<file path="config.mk">
export PLATFORM = sky130hd
export DESIGN_NAME = boyer_moore_search
export DESIGN_NICKNAME = d
export VERILOG_FILES = /design/src/bms_pkg.sv /design/src/boyer_moore_search.sv /design/src/bms_cell.sv /design/src/bms_tables.sv
export SDC_FILE = /design/constraint.sdc
export NUM_CORES = 2
export LEC_CHECK = 0
export ABC_AREA = 0
export BUFFER_PORTS_ARGS = -buffer_cell sky130_fd_sc_hd__buf_4
export CORE_MARGIN = 4
export CORE_UTILIZATION = 40
export CTS_BUF_LIST = sky130_fd_sc_hd__clkbuf_16
export DETAILED_ROUTE_END_ITERATION = 8
export GPL_ROUTABILITY_DRIVEN = 0
export PLACE_DENSITY_LB_ADDON = 0.3
export SLEW_MARGIN = 40
export SYNTH_ARGS = -nofsm -noshare
export SYNTH_HDL_FRONTEND = slang
export SYNTH_HIERARCHICAL = 1
export SYNTH_SLANG_ARGS = --single-unit
</file>
<file path="constraint.sdc">
create_clock -name clk_i -period 13.37 [get_ports clk_i]
set_input_delay 2.674 -clock clk_i [delete_from_list [all_inputs] [get_ports clk_i]]
set_output_delay 2.674 -clock clk_i [all_outputs]
set_load 0.02 [all_outputs]
</file>
<file path="src/bms_pkg.sv">
package bms_pkg;

  localparam int unsigned BYTE_W        = 8;
  localparam int unsigned ALPHABET_SIZE = 256;
  localparam int unsigned ALPHA_W       = $clog2(ALPHABET_SIZE);
  localparam int unsigned CFG_ADDR_W    = 3;
  localparam int unsigned CFG_DATA_W    = 64;
  localparam int unsigned LEN_REG_W     = 6;
  localparam int unsigned CNT_W         = 32;
  localparam int unsigned IN_DATA_W     = 8;
  localparam int unsigned OUT_DATA_W    = 64;

  // Configuration register indexes
  typedef enum logic [CFG_ADDR_W-1:0] {
    CFG_PATTERN_LENGTH = 3'd0,
    CFG_PATTERN_LO     = 3'd1,
    CFG_PATTERN_MID    = 3'd2,
    CFG_PATTERN_UPPER  = 3'd3,
    CFG_PATTERN_TOP    = 3'd4
  } cfg_idx_e;

  // Controls broadcast to every compare cell
  typedef struct packed {
    logic shift_win;  // shift the text window by one byte
    logic load_pat;   // shift the pattern in by one byte
    logic step;       // move the compare token one cell on
    logic clear;      // drop the compare token
  } cell_ctrl_t;

  // Status of the table builder
  typedef struct packed {
    logic              busy;
    logic              load_valid;
    logic [BYTE_W-1:0] load_byte;
  } tbl_status_t;

endpackage

</file>
<file path="src/boyer_moore_search.sv">
// Streaming exact byte-pattern search (Boyer-Moore).
// Configuration: write pattern_length (index 0) and the four 64-bit pattern
// byte words (indexes 1 to 4) through cfg_we_i / cfg_addr_i / cfg_data_i.
// Each write rebuilds the shift tables; a write to a mapped register also
// restarts the text. The rebuild clears the bad-character table, then fills
// it from the pattern_length pattern bytes, then runs the good-suffix pass.
// The same rebuild runs after reset. s_axis_tready stays low throughout.
// Text requests enter on s_axis (byte in tdata, tlast on the final byte),
// one at a time. A byte that completes no alignment goes from S_IDLE to
// S_EMIT and back; one that does runs the compare token down the cell row,
// one cell per cycle, right to left through the pattern, in S_SCAN, then
// S_SHIFT on a mismatch, then S_EMIT. A result (tuser = match found, tlast =
// end of text) is loaded into the m_axis register in S_EMIT for a match or
// the last byte. A new byte is taken while that result waits; when the receiver
// stalls and a second result is ready, the block holds until the first is taken.
module boyer_moore_search import bms_pkg::*; #(
  parameter int unsigned PATTERN_MAX = 32
) (
  input  logic                  clk_i,
  input  logic                  rst_ni,
  // configuration write port
  input  logic                  cfg_we_i,
  input  logic [CFG_ADDR_W-1:0] cfg_addr_i,
  input  logic [CFG_DATA_W-1:0] cfg_data_i,
  // text in
  input  logic                  s_axis_tvalid,
  output logic                  s_axis_tready,
  input  logic [IN_DATA_W-1:0]  s_axis_tdata,  // [7:0] text_byte
  input  logic                  s_axis_tlast,  // last_byte
  // results out
  output logic                  m_axis_tvalid,
  input  logic                  m_axis_tready,
  output logic [OUT_DATA_W-1:0] m_axis_tdata,  // [31:0] match_position, [63:32] match_total
  output logic                  m_axis_tuser,  // match_found
  output logic                  m_axis_tlast   // text_done
);

  localparam int unsigned IDX_W = (PATTERN_MAX > 1) ? $clog2(PATTERN_MAX) : 1;
  localparam int unsigned LEN_W = $clog2(PATTERN_MAX + 1);

  typedef enum logic [3:0] {
    S_IDLE  = 4'b0001,
    S_SCAN  = 4'b0010,
    S_SHIFT = 4'b0100,
    S_EMIT  = 4'b1000
  } state_e;

  state_e st_q, st_d;

  logic [IDX_W-1:0] cnt_q, cnt_d;
  logic [CNT_W-1:0] text_off_q, text_off_d;
  logic [CNT_W-1:0] align_q, align_d;
  logic [CNT_W-1:0] matches_q, matches_d;
  logic [CNT_W-1:0] pos_q, pos_d;
  logic             found_q, found_d;
  logic             last_q, last_d;

  logic             out_valid_q, out_valid_d;
  logic             out_load;
  logic             out_found_q;
  logic             out_done_q;
  logic [CNT_W-1:0] out_pos_q;
  logic [CNT_W-1:0] out_total_q;

  tbl_status_t      tbl_status;
  logic [LEN_W-1:0] m;
  logic [LEN_W-1:0] m_dec;
  logic [IDX_W-1:0] m_last;
  logic             bc_hit;
  logic [IDX_W-1:0] bc_idx;
  logic [IDX_W-1:0] i_idx;
  logic [LEN_W-1:0] gs_i;
  logic [LEN_W-1:0] gs0;

  cell_ctrl_t        ctrl;
  logic              tok0;
  logic              acc;
  logic              align_hit;
  logic              any_mis;
  logic              cfg_map_hit;
  logic [BYTE_W-1:0] probe_or;

  logic [BYTE_W-1:0] win_w   [PATTERN_MAX];
  logic [BYTE_W-1:0] pat_w   [PATTERN_MAX];
  logic [BYTE_W-1:0] probe_w [PATTERN_MAX];
  logic              tok_w   [PATTERN_MAX];
  logic [PATTERN_MAX-1:0] mis_vec;

  logic signed [LEN_W:0] i_s;
  logic signed [LEN_W:0] bc_diff;
  logic signed [LEN_W:0] gs_s;
  logic [LEN_W-1:0]      shift;

  // Pattern, shift tables and their builder
  bms_tables #(
    .PATTERN_MAX(PATTERN_MAX)
  ) u_tables (
    .clk_i     (clk_i),
    .rst_ni    (rst_ni),
    .cfg_we_i  (cfg_we_i),
    .cfg_addr_i(cfg_addr_i),
    .cfg_data_i(cfg_data_i),
    .len_o     (m),
    .status_o  (tbl_status),
    .bc_addr_i (probe_or),
    .bc_hit_o  (bc_hit),
    .bc_idx_o  (bc_idx),
    .gs_idx_i  (i_idx),
    .gs_o      (gs_i),
    .gs0_o     (gs0)
  );

  // Row of compare cells; cell k holds text byte k back and pattern byte m-1-k
  for (genvar k = 0; k < PATTERN_MAX; k++) begin : g_cell
    logic [BYTE_W-1:0] win_in;
    logic [BYTE_W-1:0] pat_in;
    logic              tok_in;

    if (k == 0) begin : g_head
      assign win_in = s_axis_tdata[BYTE_W-1:0];
      assign pat_in = tbl_status.load_byte;
      assign tok_in = tok0;
    end else begin : g_body
      assign win_in = win_w[k-1];
      assign pat_in = pat_w[k-1];
      assign tok_in = tok_w[k-1];
    end

    bms_cell u_cell (
      .clk_i  (clk_i),
      .rst_ni (rst_ni),
      .ctrl_i (ctrl),
      .win_i  (win_in),
      .pat_i  (pat_in),
      .tok_i  (tok_in),
      .win_o  (win_w[k]),
      .pat_o  (pat_w[k]),
      .tok_o  (tok_w[k]),
      .mis_o  (mis_vec[k]),
      .probe_o(probe_w[k])
    );
  end

  // Byte under the token feeds the bad-character lookup
  always_comb begin
    probe_or = '0;
    for (int k = 0; k < PATTERN_MAX; k++) begin
      probe_or = probe_or | probe_w[k];
    end
  end

  assign any_mis = |mis_vec;
  assign m_dec   = m - LEN_W'(1);
  assign m_last  = m_dec[IDX_W-1:0];
  assign acc     = s_axis_tvalid & s_axis_tready;

  // Only writes to mapped registers restart the text
  assign cfg_map_hit = cfg_we_i & (cfg_addr_i <= CFG_PATTERN_TOP);

  assign s_axis_tready = (st_q == S_IDLE) & ~tbl_status.busy & ~cfg_we_i;

  // Alignment fully covered by the text once this byte lands
  assign align_hit = ((align_q + CNT_W'(m_dec)) == text_off_q);

  // Mismatch shift: larger of bad-character and good-suffix rules
  assign i_idx   = m_last - cnt_q;
  assign i_s     = $signed({1'b0, LEN_W'(i_idx)});
  assign bc_diff = bc_hit ? (i_s - $signed({1'b0, LEN_W'(bc_idx)})) : (i_s + 1'sb1);
  assign gs_s    = $signed({1'b0, gs_i});
  assign shift   = (bc_diff > gs_s) ? bc_diff[LEN_W-1:0] : gs_i;

  // Search sequencer
  always_comb begin
    st_d        = st_q;
    cnt_d       = cnt_q;
    text_off_d  = text_off_q;
    align_d     = align_q;
    matches_d   = matches_q;
    pos_d       = pos_q;
    found_d     = found_q;
    last_d      = last_q;
    out_valid_d = out_valid_q & ~m_axis_tready;
    out_load    = 1'b0;
    ctrl        = '0;
    tok0        = 1'b0;

    ctrl.load_pat = tbl_status.load_valid;

    unique case (st_q)
      S_IDLE: begin
        if (acc) begin
          ctrl.shift_win = 1'b1;
          text_off_d     = text_off_q + CNT_W'(1);
          last_d         = s_axis_tlast;
          found_d        = 1'b0;
          cnt_d          = '0;
          if (align_hit) begin
            ctrl.step = 1'b1;
            tok0      = 1'b1;
            st_d      = S_SCAN;
          end else begin
            st_d = S_EMIT;
          end
        end
      end
      S_SCAN: begin
        if (any_mis) begin
          ctrl.clear = 1'b1;
          st_d       = S_SHIFT;
        end else if (cnt_q == m_last) begin
          ctrl.clear = 1'b1;
          found_d    = 1'b1;
          pos_d      = align_q;
          matches_d  = matches_q + CNT_W'(1);
          align_d    = align_q + CNT_W'(gs0);
          st_d       = S_EMIT;
        end else begin
          ctrl.step = 1'b1;
          cnt_d     = cnt_q + IDX_W'(1);
        end
      end
      S_SHIFT: begin
        align_d = align_q + CNT_W'(shift);
        st_d    = S_EMIT;
      end
      S_EMIT: begin
        if (!(found_q || last_q)) begin
          st_d = S_IDLE;
        end else if (!out_valid_q || m_axis_tready) begin
          out_load    = 1'b1;
          out_valid_d = 1'b1;
          st_d        = S_IDLE;
          if (last_q) begin
            text_off_d = '0;
            align_d    = '0;
            matches_d  = '0;
          end
        end
      end
      default: begin
        st_d = S_IDLE;
      end
    endcase

    // A write to a mapped register starts a new text
    if (cfg_map_hit) begin
      text_off_d = '0;
      align_d    = '0;
      matches_d  = '0;
    end
  end

  always_ff @(posedge clk_i or negedge rst_ni) begin
    if (!rst_ni) begin
      st_q        <= S_IDLE;
      cnt_q       <= '0;
      text_off_q  <= '0;
      align_q     <= '0;
      matches_q   <= '0;
      found_q     <= 1'b0;
      last_q      <= 1'b0;
      out_valid_q <= 1'b0;
    end else begin
      st_q        <= st_d;
      cnt_q       <= cnt_d;
      text_off_q  <= text_off_d;
      align_q     <= align_d;
      matches_q   <= matches_d;
      found_q     <= found_d;
      last_q      <= last_d;
      out_valid_q <= out_valid_d;
    end
  end

  // Result register
  always_ff @(posedge clk_i) begin
    pos_q <= pos_d;
    if (out_load) begin
      out_found_q <= found_q;
      out_done_q  <= last_q;
      out_pos_q   <= found_q ? pos_q : '0;
      out_total_q <= last_q ? matches_q : '0;
    end
  end

  assign m_axis_tvalid = out_valid_q;
  assign m_axis_tdata  = {out_total_q, out_pos_q};
  assign m_axis_tuser  = out_found_q;
  assign m_axis_tlast  = out_done_q;

endmodule

</file>
<file path="src/bms_cell.sv">
module bms_cell import bms_pkg::*; (
  input  logic              clk_i,
  input  logic              rst_ni,
  input  cell_ctrl_t        ctrl_i,
  input  logic [BYTE_W-1:0] win_i,
  input  logic [BYTE_W-1:0] pat_i,
  input  logic              tok_i,
  output logic [BYTE_W-1:0] win_o,
  output logic [BYTE_W-1:0] pat_o,
  output logic              tok_o,
  output logic              mis_o,
  output logic [BYTE_W-1:0] probe_o
);

  logic [BYTE_W-1:0] win_q;
  logic [BYTE_W-1:0] pat_q;
  logic              tok_q;
  logic              eq;

  // Window and pattern bytes move one cell on when told
  always_ff @(posedge clk_i) begin
    if (ctrl_i.shift_win) begin
      win_q <= win_i;
    end
    if (ctrl_i.load_pat) begin
      pat_q <= pat_i;
    end
  end

  // Compare token
  always_ff @(posedge clk_i or negedge rst_ni) begin
    if (!rst_ni) begin
      tok_q <= 1'b0;
    end else if (ctrl_i.clear) begin
      tok_q <= 1'b0;
    end else if (ctrl_i.step) begin
      tok_q <= tok_i;
    end
  end

  assign eq      = (win_q == pat_q);
  assign tok_o   = tok_q & eq;
  assign mis_o   = tok_q & ~eq;
  assign probe_o = tok_q ? win_q : '0;
  assign win_o   = win_q;
  assign pat_o   = pat_q;

endmodule

</file>
<file path="src/bms_tables.sv">
module bms_tables import bms_pkg::*; #(
  parameter int unsigned PATTERN_MAX = 32,
  localparam int unsigned IDX_W = (PATTERN_MAX > 1) ? $clog2(PATTERN_MAX) : 1,
  localparam int unsigned LEN_W = $clog2(PATTERN_MAX + 1)
) (
  input  logic                  clk_i,
  input  logic                  rst_ni,
  input  logic                  cfg_we_i,
  input  logic [CFG_ADDR_W-1:0] cfg_addr_i,
  input  logic [CFG_DATA_W-1:0] cfg_data_i,
  output logic [LEN_W-1:0]      len_o,
  output tbl_status_t           status_o,
  input  logic [BYTE_W-1:0]     bc_addr_i,
  output logic                  bc_hit_o,
  output logic [IDX_W-1:0]      bc_idx_o,
  input  logic [IDX_W-1:0]      gs_idx_i,
  output logic [LEN_W-1:0]      gs_o,
  output logic [LEN_W-1:0]      gs0_o
);

  typedef enum logic [5:0] {
    B_CLEAR = 6'b000001,
    B_BAD   = 6'b000010,
    B_GS_A  = 6'b000100,
    B_GS_B  = 6'b001000,
    B_FILL  = 6'b010000,
    B_DONE  = 6'b100000
  } build_e;

  localparam int unsigned      BC_W  = IDX_W + 1;
  localparam int unsigned      PAD_W = LEN_W + 1 - IDX_W;
  localparam logic signed [LEN_W:0] P_ONE = 1;

  // Configuration registers
  logic [LEN_REG_W-1:0] len_q;
  logic [BYTE_W-1:0]    pat_q [PATTERN_MAX];

  // Builder state
  build_e                 st_q, st_d;
  logic [ALPHA_W-1:0]     sweep_q, sweep_d;
  logic [IDX_W-1:0]       i_q, i_d;
  logic [IDX_W-1:0]       s_q, s_d;
  logic signed [LEN_W:0]  p_q, p_d;
  logic [BYTE_W-1:0]      hold_q, hold_d;

  // Tables
  logic [BC_W-1:0]  bc_mem [ALPHABET_SIZE];
  logic [BC_W-1:0]  bc_rd_q;
  logic [LEN_W-1:0] gs_q [PATTERN_MAX];

  logic [LEN_W-1:0]      m;
  logic [LEN_W-1:0]      m_dec;
  logic [IDX_W-1:0]      m_last;
  logic signed [LEN_W:0] sp;
  logic signed [LEN_W:0] p_reset;
  logic [IDX_W-1:0]      sp_idx;
  logic [IDX_W-1:0]      rd_idx;
  logic [BYTE_W-1:0]     rd_byte;
  logic [IDX_W-1:0]      s_dec;
  logic                  s_more;
  logic                  bc_we;
  logic [ALPHA_W-1:0]    bc_waddr;
  logic [BC_W-1:0]       bc_wdata;
  logic                  gs_init;
  logic                  gs_we;

  // Length in use: zero counts as one, clamp at the cell count
  always_comb begin
    if (len_q == '0) begin
      m = LEN_W'(1);
    end else if (len_q > LEN_REG_W'(PATTERN_MAX)) begin
      m = LEN_W'(PATTERN_MAX);
    end else begin
      m = len_q[LEN_W-1:0];
    end
  end

  assign m_dec   = m - LEN_W'(1);
  assign m_last  = m_dec[IDX_W-1:0];
  assign sp      = $signed({{PAD_W{1'b0}}, s_q}) + p_q;
  assign sp_idx  = sp[IDX_W-1:0];
  assign p_reset = $signed({1'b0, m}) - $signed({{PAD_W{1'b0}}, s_q});
  assign s_dec   = s_q - IDX_W'(1);
  assign s_more  = (s_q > IDX_W'(1));

  // Configuration writes
  always_ff @(posedge clk_i or negedge rst_ni) begin
    if (!rst_ni) begin
      len_q <= LEN_REG_W'(1);
      for (int k = 0; k < PATTERN_MAX; k++) begin
        pat_q[k] <= '0;
      end
    end else if (cfg_we_i) begin
      if (cfg_addr_i == CFG_PATTERN_LENGTH) begin
        len_q <= cfg_data_i[LEN_REG_W-1:0];
      end
      for (int k = 0; k < PATTERN_MAX; k++) begin
        if (cfg_addr_i == CFG_ADDR_W'(int'(CFG_PATTERN_LO) + (k >> 3))) begin
          pat_q[k] <= cfg_data_i[BYTE_W*(k & 7) +: BYTE_W];
        end
      end
    end
  end

  // Single pattern read port shared by the builder steps
  always_comb begin
    unique case (st_q)
      B_BAD:   rd_idx = i_q;
      B_GS_A:  rd_idx = sp_idx;
      B_GS_B:  rd_idx = p_q[IDX_W-1:0];
      default: rd_idx = '0;
    endcase
  end

  assign rd_byte = pat_q[rd_idx];

  // Builder: clear bad-character table, fill it, then good-suffix shifts
  always_comb begin
    st_d     = st_q;
    sweep_d  = sweep_q;
    i_d      = i_q;
    s_d      = s_q;
    p_d      = p_q;
    hold_d   = hold_q;
    bc_we    = 1'b0;
    bc_waddr = sweep_q;
    bc_wdata = '0;
    gs_init  = 1'b0;
    gs_we    = 1'b0;
    status_o = '0;

    unique case (st_q)
      B_CLEAR: begin
        bc_we   = 1'b1;
        gs_init = 1'b1;
        sweep_d = sweep_q + ALPHA_W'(1);
        i_d     = '0;
        if (sweep_q == ALPHA_W'(ALPHABET_SIZE - 1)) begin
          st_d = B_BAD;
        end
      end
      B_BAD: begin
        bc_we               = 1'b1;
        bc_waddr            = rd_byte;
        bc_wdata            = {1'b1, i_q};
        status_o.load_valid = 1'b1;
        status_o.load_byte  = rd_byte;
        i_d                 = i_q + IDX_W'(1);
        if (i_q == m_last) begin
          s_d  = m_last;
          p_d  = '0;
          st_d = (m_last != '0) ? B_GS_A : B_DONE;
        end
      end
      B_GS_A: begin
        if (p_q < 0) begin
          st_d = B_FILL;
        end else begin
          hold_d = rd_byte;
          st_d   = B_GS_B;
        end
      end
      B_GS_B: begin
        if (rd_byte == hold_q) begin
          p_d  = p_q - P_ONE;
          st_d = B_GS_A;
        end else begin
          gs_we = 1'b1;
          p_d   = p_reset;
          s_d   = s_dec;
          st_d  = s_more ? B_GS_A : B_DONE;
        end
      end
      B_FILL: begin
        gs_we = 1'b1;
        if (sp == '0) begin
          p_d  = p_reset;
          s_d  = s_dec;
          st_d = s_more ? B_GS_A : B_DONE;
        end else begin
          p_d = p_q - P_ONE;
        end
      end
      B_DONE: begin
        st_d = B_DONE;
      end
      default: begin
        st_d = B_CLEAR;
      end
    endcase

    // Any register write rebuilds the tables
    if (cfg_we_i) begin
      st_d    = B_CLEAR;
      sweep_d = '0;
    end

    status_o.busy = (st_q != B_DONE);
  end

  always_ff @(posedge clk_i or negedge rst_ni) begin
    if (!rst_ni) begin
      st_q    <= B_CLEAR;
      sweep_q <= '0;
      i_q     <= '0;
      s_q     <= '0;
      p_q     <= '0;
    end else begin
      st_q    <= st_d;
      sweep_q <= sweep_d;
      i_q     <= i_d;
      s_q     <= s_d;
      p_q     <= p_d;
    end
  end

  always_ff @(posedge clk_i) begin
    hold_q <= hold_d;
  end

  // Bad-character table: last pattern index of each byte value
  always_ff @(posedge clk_i) begin
    if (bc_we) begin
      bc_mem[bc_waddr] <= bc_wdata;
    end
    bc_rd_q <= bc_mem[bc_addr_i];
  end

  assign bc_hit_o = bc_rd_q[BC_W-1];
  assign bc_idx_o = bc_rd_q[IDX_W-1:0];

  // Good-suffix shifts
  always_ff @(posedge clk_i) begin
    if (gs_init) begin
      for (int k = 0; k < PATTERN_MAX; k++) begin
        gs_q[k] <= m;
      end
    end else if (gs_we) begin
      gs_q[sp_idx] <= LEN_W'(s_q);
    end
  end

  assign gs_o  = gs_q[gs_idx_i];
  assign gs0_o = gs_q[0];
  assign len_o = m;

endmodule

</file>
---- After elaboration in Yosys (flattened, before gate mapping) ----
Memory sizes are Yosys's and may differ from the RTL's. A register that Yosys moved wholly into a read port is not among the register bits.
Cells that the tools add are included.
word-level totals
  bits in registers ....................... 1051
  bits in latches ......................... 0
  RAM bits ................................ 1728
  ROM bits ................................ 0
  input port bits ......................... 81
  output and inout port bits .............. 68
  memories kept ........................... 2
cells by class
  add/sub/neg operators ................... 16
  multipliers ............................. 0
  div/mod/pow operators ................... 0
  order comparisons ....................... 6
  equal/unequal tests ..................... 70
  shift operators ......................... 0
  muxes and demuxes ....................... 187
  bitwise gates (word level) .............. 137
  reduce and logical (&&, ||, !) cells .... 35
memory list
  name             words  bits a word  rd ports  clocked after Yosys merged registers in  wr ports  line              text
  u_tables.bc_mem  256    6            1         1                                        1         bms_tables.sv:47  logic [BC_W-1:0] bc_mem [ALPHABET_SIZE];
  u_tables.gs_q    32     6            2         0                                        32        bms_tables.sv:49  logic [LEN_W-1:0] gs_q [PATTERN_MAX];
operators with widths
  operator                                        count
  2-to-1 mux 32 bit                               11
  2-to-1 mux 8 bit                                37
  equality test 8 bit                             33
  OR 8 bit                                        31
  case mux 32 bit (2 select lines)                2
  adder 32 x 6 -> 32 bit                          3
  case mux 32 bit (3 select lines)                1
  2-to-1 mux 1 bit                                94
  2-to-1 mux 6 bit                                12
  AND 1 bit                                       68
  adder 32 x 1 -> 32 bit (second input constant)  2
  binary-select mux 8 bit (select 5 bit)          1
  2-to-1 mux 5 bit                                8
  inverter 1 bit                                  37
  case mux 6 bit (6 select lines)                 1
  equality test 32 bit                            1
  OR reduction 32 bit                             1
  case mux 5 bit (3 select lines)                 2
  2-to-1 mux 7 bit                                4
  2-to-1 mux 4 bit                                6
  inequality test 3 bit (second input constant)   8
  case mux 7 bit (3 select lines)                 1
  case mux 5 bit (2 select lines)                 2
  case mux 4 bit (4 select lines)                 1
  54 further kinds                                84

---- Depth between registers and ports, before layout ----
  depth after elaboration ................. 32
  gate-level depth with buffers ........... 34
  mapped depth without buffers ............ 33

---- By module ----
Netlist, hierarchy kept.
modules (own cells, without submodules)
  module              times used  cells each  area each (µm²)  sequential area each (µm²)
  bms_tables          1           4589        84641.2          59264.3
  bms_cell            32          40          669.4            505.5
  boyer_moore_search  1           1147        11607.4          5646.7

---- Worst setup path before layout ----
OpenSTA, ideal clock, no wires.
  kind .................................... input to register
  start ................................... input port cfg_we_i
  end ..................................... register g_cell[0].u_cell.win_q[0], enable pin
  library setup time ...................... 2.199 ns
  data arrival time ....................... 7.923 ns
  setup slack ............................. 3.247 ns
  cell stages on the path ................. 4
  path buffers ............................ 0
  path through ............................ nor2_1 and2_1 nand2_1 clkinv_1
RTL lines
  element               line                      text
  from (decl)           boyer_moore_search.sv:22  input logic cfg_we_i,
  to (signal assigned)  bms_cell.sv:23            win_q <= win_i;
  to (decl)             bms_cell.sv:15            logic [BYTE_W-1:0] win_q;

---- Worst setup path after layout ----
  start ................................... register u_tables.len_q[1]
  end ..................................... register align_q[18]
on the way
  elaborated cells on any way between the ends .. 18
RTL lines
  element                               line                       text
  from (decl)                           bms_tables.sv:35           logic [LEN_REG_W-1:0] len_q;
  from (signal assigned)                bms_tables.sv:95           len_q <= cfg_data_i[LEN_REG_W-1:0];
  greater-than comparator 6 bit         bms_tables.sv:71           end else if (len_q > LEN_REG_W'(PATTERN_MAX)) begin
  2-to-1 mux 6 bit                      bms_tables.sv:71
  2-to-1 mux 6 bit (*)                  bms_tables.sv:69           if (len_q == '0) begin
  net m[0]                              boyer_moore_search.sv:66   logic [LEN_W-1:0] m;
  subtractor 6 x 1 -> 6 bit (*)         --
  subtractor 5 bit (*)                  boyer_moore_search.sv:166  assign i_idx = m_last - cnt_q;
  net i_idx[1]                          boyer_moore_search.sv:71   logic [IDX_W-1:0] i_idx;
  memory read (32 x 6 bit) (*)          --
  net gs_i[1]                           boyer_moore_search.sv:72   logic [LEN_W-1:0] gs_i;
  greater-than comparator 7 bit         boyer_moore_search.sv:170  assign shift = (bc_diff > gs_s) ? bc_diff[LEN_W-1:0] : gs_i;
  2-to-1 mux 6 bit (*)                  boyer_moore_search.sv:170
  adder 32 x 6 -> 32 bit (*)            boyer_moore_search.sv:223  align_d = align_q + CNT_W'(shift);
  case mux 32 bit (3 select lines) (*)  boyer_moore_search.sv:189  unique case (st_q)
  2-to-1 mux 32 bit (*)                 boyer_moore_search.sv:246  if (cfg_map_hit) begin
  to (signal assigned)                  boyer_moore_search.sv:267  align_q <= align_d;
  to (decl)                             boyer_moore_search.sv:52   logic [CNT_W-1:0] align_q, align_d;
Mark *: on every way through the listed nets, which the timed path passes. The rest lies on a longest branch.
A chain may end at the register's enable or synchronous reset.

==> impl_metrics.env <==
export IMPL_ir_worst_vdd_v=0.0001104
export IMPL_rrSetupSlack_ns=4.88
export IMPL_grt_ovfl_total=0
export IMPL_slew_headroom_pct=39.96
export IMPL_worstSkewPairLatency_ns=0.87
export IMPL_crit_path_max_fanout=49
export IMPL_start_kind="register"
export IMPL_grt_pass1_wl_microns=436600
export IMPL_worst_slack_ns=4.878
export IMPL_cts_tree="built"
export IMPL_rsz0062_at_grt="no"
export IMPL_finalSetupTns_ns=0
export IMPL_grt_max_degree=149
export IMPL_viasPerCell=5.697
export IMPL_final_common_cell="edfxtp_1"
export IMPL_nNetsFinal=7309
export IMPL_postCtsSetupBuffers=0
export IMPL_numPortBuffers=148
export IMPL_htree_levels=5
export IMPL_worst_hold_slack_ns=0.4485
export IMPL_crit_type="register to register"
export IMPL_arrival_ns=9.19
export IMPL_hpwl_microns=189000
export IMPL_min_period_ns=8.492
export IMPL_coreArea_sq_um=291800
export IMPL_fin_skew_ns=0.1106
export IMPL_clkSinkCount=2785
export IMPL_wl_met3_microns=21080
export IMPL_clk_pin_slew_worst_paths_ns=0.06
export IMPL_cts_root_buffer="clkbuf_16"
export IMPL_die_w_microns=550.4
export IMPL_pre_cts_slack_ns=4.819
export IMPL_max_cap_viol_count=0
export IMPL_track_usage_pct=19.00
export IMPL_routed_via_count=64500
export IMPL_p_per_area_nw_per_um2=149.4
export IMPL_critical_path_endpoint_type="register"
export IMPL_post_cts_resized=0
export IMPL_antenna_found_initial=14
export IMPL_wl_per_cell_microns=25.85
export IMPL_clock_path_buffers=4
export IMPL_routed_wirelength_microns=292700
export IMPL_fp_dieArea_sq_um=302900
export IMPL_dr_wl_met2_microns=137600
export IMPL_die_h_microns=550.4
export IMPL_post_route_drc_count=0
export IMPL_cts_hold_buffers=0
export IMPL_max_freq_mhz=117.8
export IMPL_layout_worst_path_cycle_share_pct=63.52
export IMPL_syn2layout_area_growth_pct=13.35
export IMPL_yosys_warnings=6
export IMPL_cts_made_buffers=303
export IMPL_critPathTopFamily="compound AO/OA/AOI/OAI gates"
export IMPL_hp_class="register to register"
export IMPL_cpMaxStageDelayCell="a211oi_2"
export IMPL_power_total_mw=19.92
export IMPL_wl_met1_microns=126500
export IMPL_utilization_pct=45.70
export IMPL_most_common_layout_cells="2314 x edfxtp_1, 570 x mux4_2, 447 x nor2_1"
export IMPL_synthesis_nets=7151
export IMPL_synth_area_per_cell_sq_um=16.77
export IMPL_routed_top_layer="met5"
export IMPL_power_leakage_nw=43.84
export IMPL_critPathMaxStageDelay_ns=0.62
export IMPL_final_max_slew_violation_count=0
export IMPL_grt_pass1_vias=64940
export IMPL_crit_buf_inv=4
export IMPL_status="completed"
export IMPL_drive_gt1_share_pct=22.34
export IMPL_hold_viol=0
export IMPL_firstDrtPassIters=6
export IMPL_syn_area_sq_um=117700
export IMPL_drtIter0Drc=6894
export IMPL_rows=198
export IMPL_required_ns=14.07
export IMPL_detail_route_antenna_nets=0
export IMPL_setup_violations=0
export IMPL_syn_inst=7015
export IMPL_worst_pin_slew_ns=0.8958
export IMPL_ios=149
export IMPL_start_util_pct=40.32
-- through the flow --
step | instance area, sq um | cells
finish | 133400 | 11320
global placement | 123000 | 10760
global route | 133400 | 11320
floorplan | 117700 | 7015
CTS | 133200 | 11310
detailed placement | 123400 | 10770
-- power breakdown --
part	internal [mW]	switching, mW
clock network	4.84	3.39
logic	0.805	0.988
registers	9.66	0.233
total	15.3	4.61
-- metal layers --
metal	global-route usage (%)	up-vias
met2	29.87	2358
met1	27.50	33770
li1	-	27880
met5	0	-
met3	3.282	482
met4	5.033	8
-- worst reg2reg max path: cells and delay by family, from the launching register on --
family                     cells  cell delay [ns]
AOI/OAI and AO/OA              9             2.22
and+or+nand+nor                8             1.75
muxes                          5             1.72
adders and majority gates      5             1.40
buffers and inverters          4             0.93
DFF                            1             0.38
-- flip-flops by register name, indices dropped and copies added, names as in the netlist, 6 cells and up --
name,cells
matches_q,32
out_total_q,32
u_tables/st_q,6
u_tables/bc_mem,1536
u_tables/bc_rd_q,6
u_tables/len_q,6
text_off_q,32
g_cell.u_cell/pat_o,256
g_cell.u_cell/win_o,256
u_tables/sweep_q,8
g_cell.u_cell/tok_q,32
align_q,32
out_pos_q,32
pos_q,32
u_tables/hold_q,8
u_tables/p_q,7
u_tables/gs_q,192
u_tables/pat_q,256
-- final timing paths --
path | end | depth (start not counted) | startpoint
setup / recovery | align_q[18]$_DFFE_PN0P_ | 31 | u_tables/len_q[1]$_DFFE_PN0P_
hold / removal | g_cell[21].u_cell/pat_o[6]$_DFFE_PP_ | 0 | g_cell[20].u_cell/pat_o[6]$_DFFE_PP_
setup reg to reg | align_q[18]$_DFFE_PN0P_ | 31 | u_tables/len_q[1]$_DFFE_PN0P_
hold reg to reg | g_cell[21].u_cell/pat_o[6]$_DFFE_PP_ | 0 | g_cell[20].u_cell/pat_o[6]$_DFFE_PP_
max in group asynchronous | matches_q[12]$_DFFE_PN0P_ | 4 | rst_ni
min in group asynchronous | u_tables/pat_q[252]$_DFFE_PN0P_ | 1 | rst_ni
-- layout make-up --
type                    instances  area, sq um
repair buffers                256         2306
well taps                    3900         4880
diodes                          9        22.52
clock inverters               233         1981
clock buffers                 312         7807
inverters                      61        274.0
multi-input cells            3766        35020
flip-flops and latches       2785        81090
fillers                     25060       158500
Power figures use the tool's default switching activity.
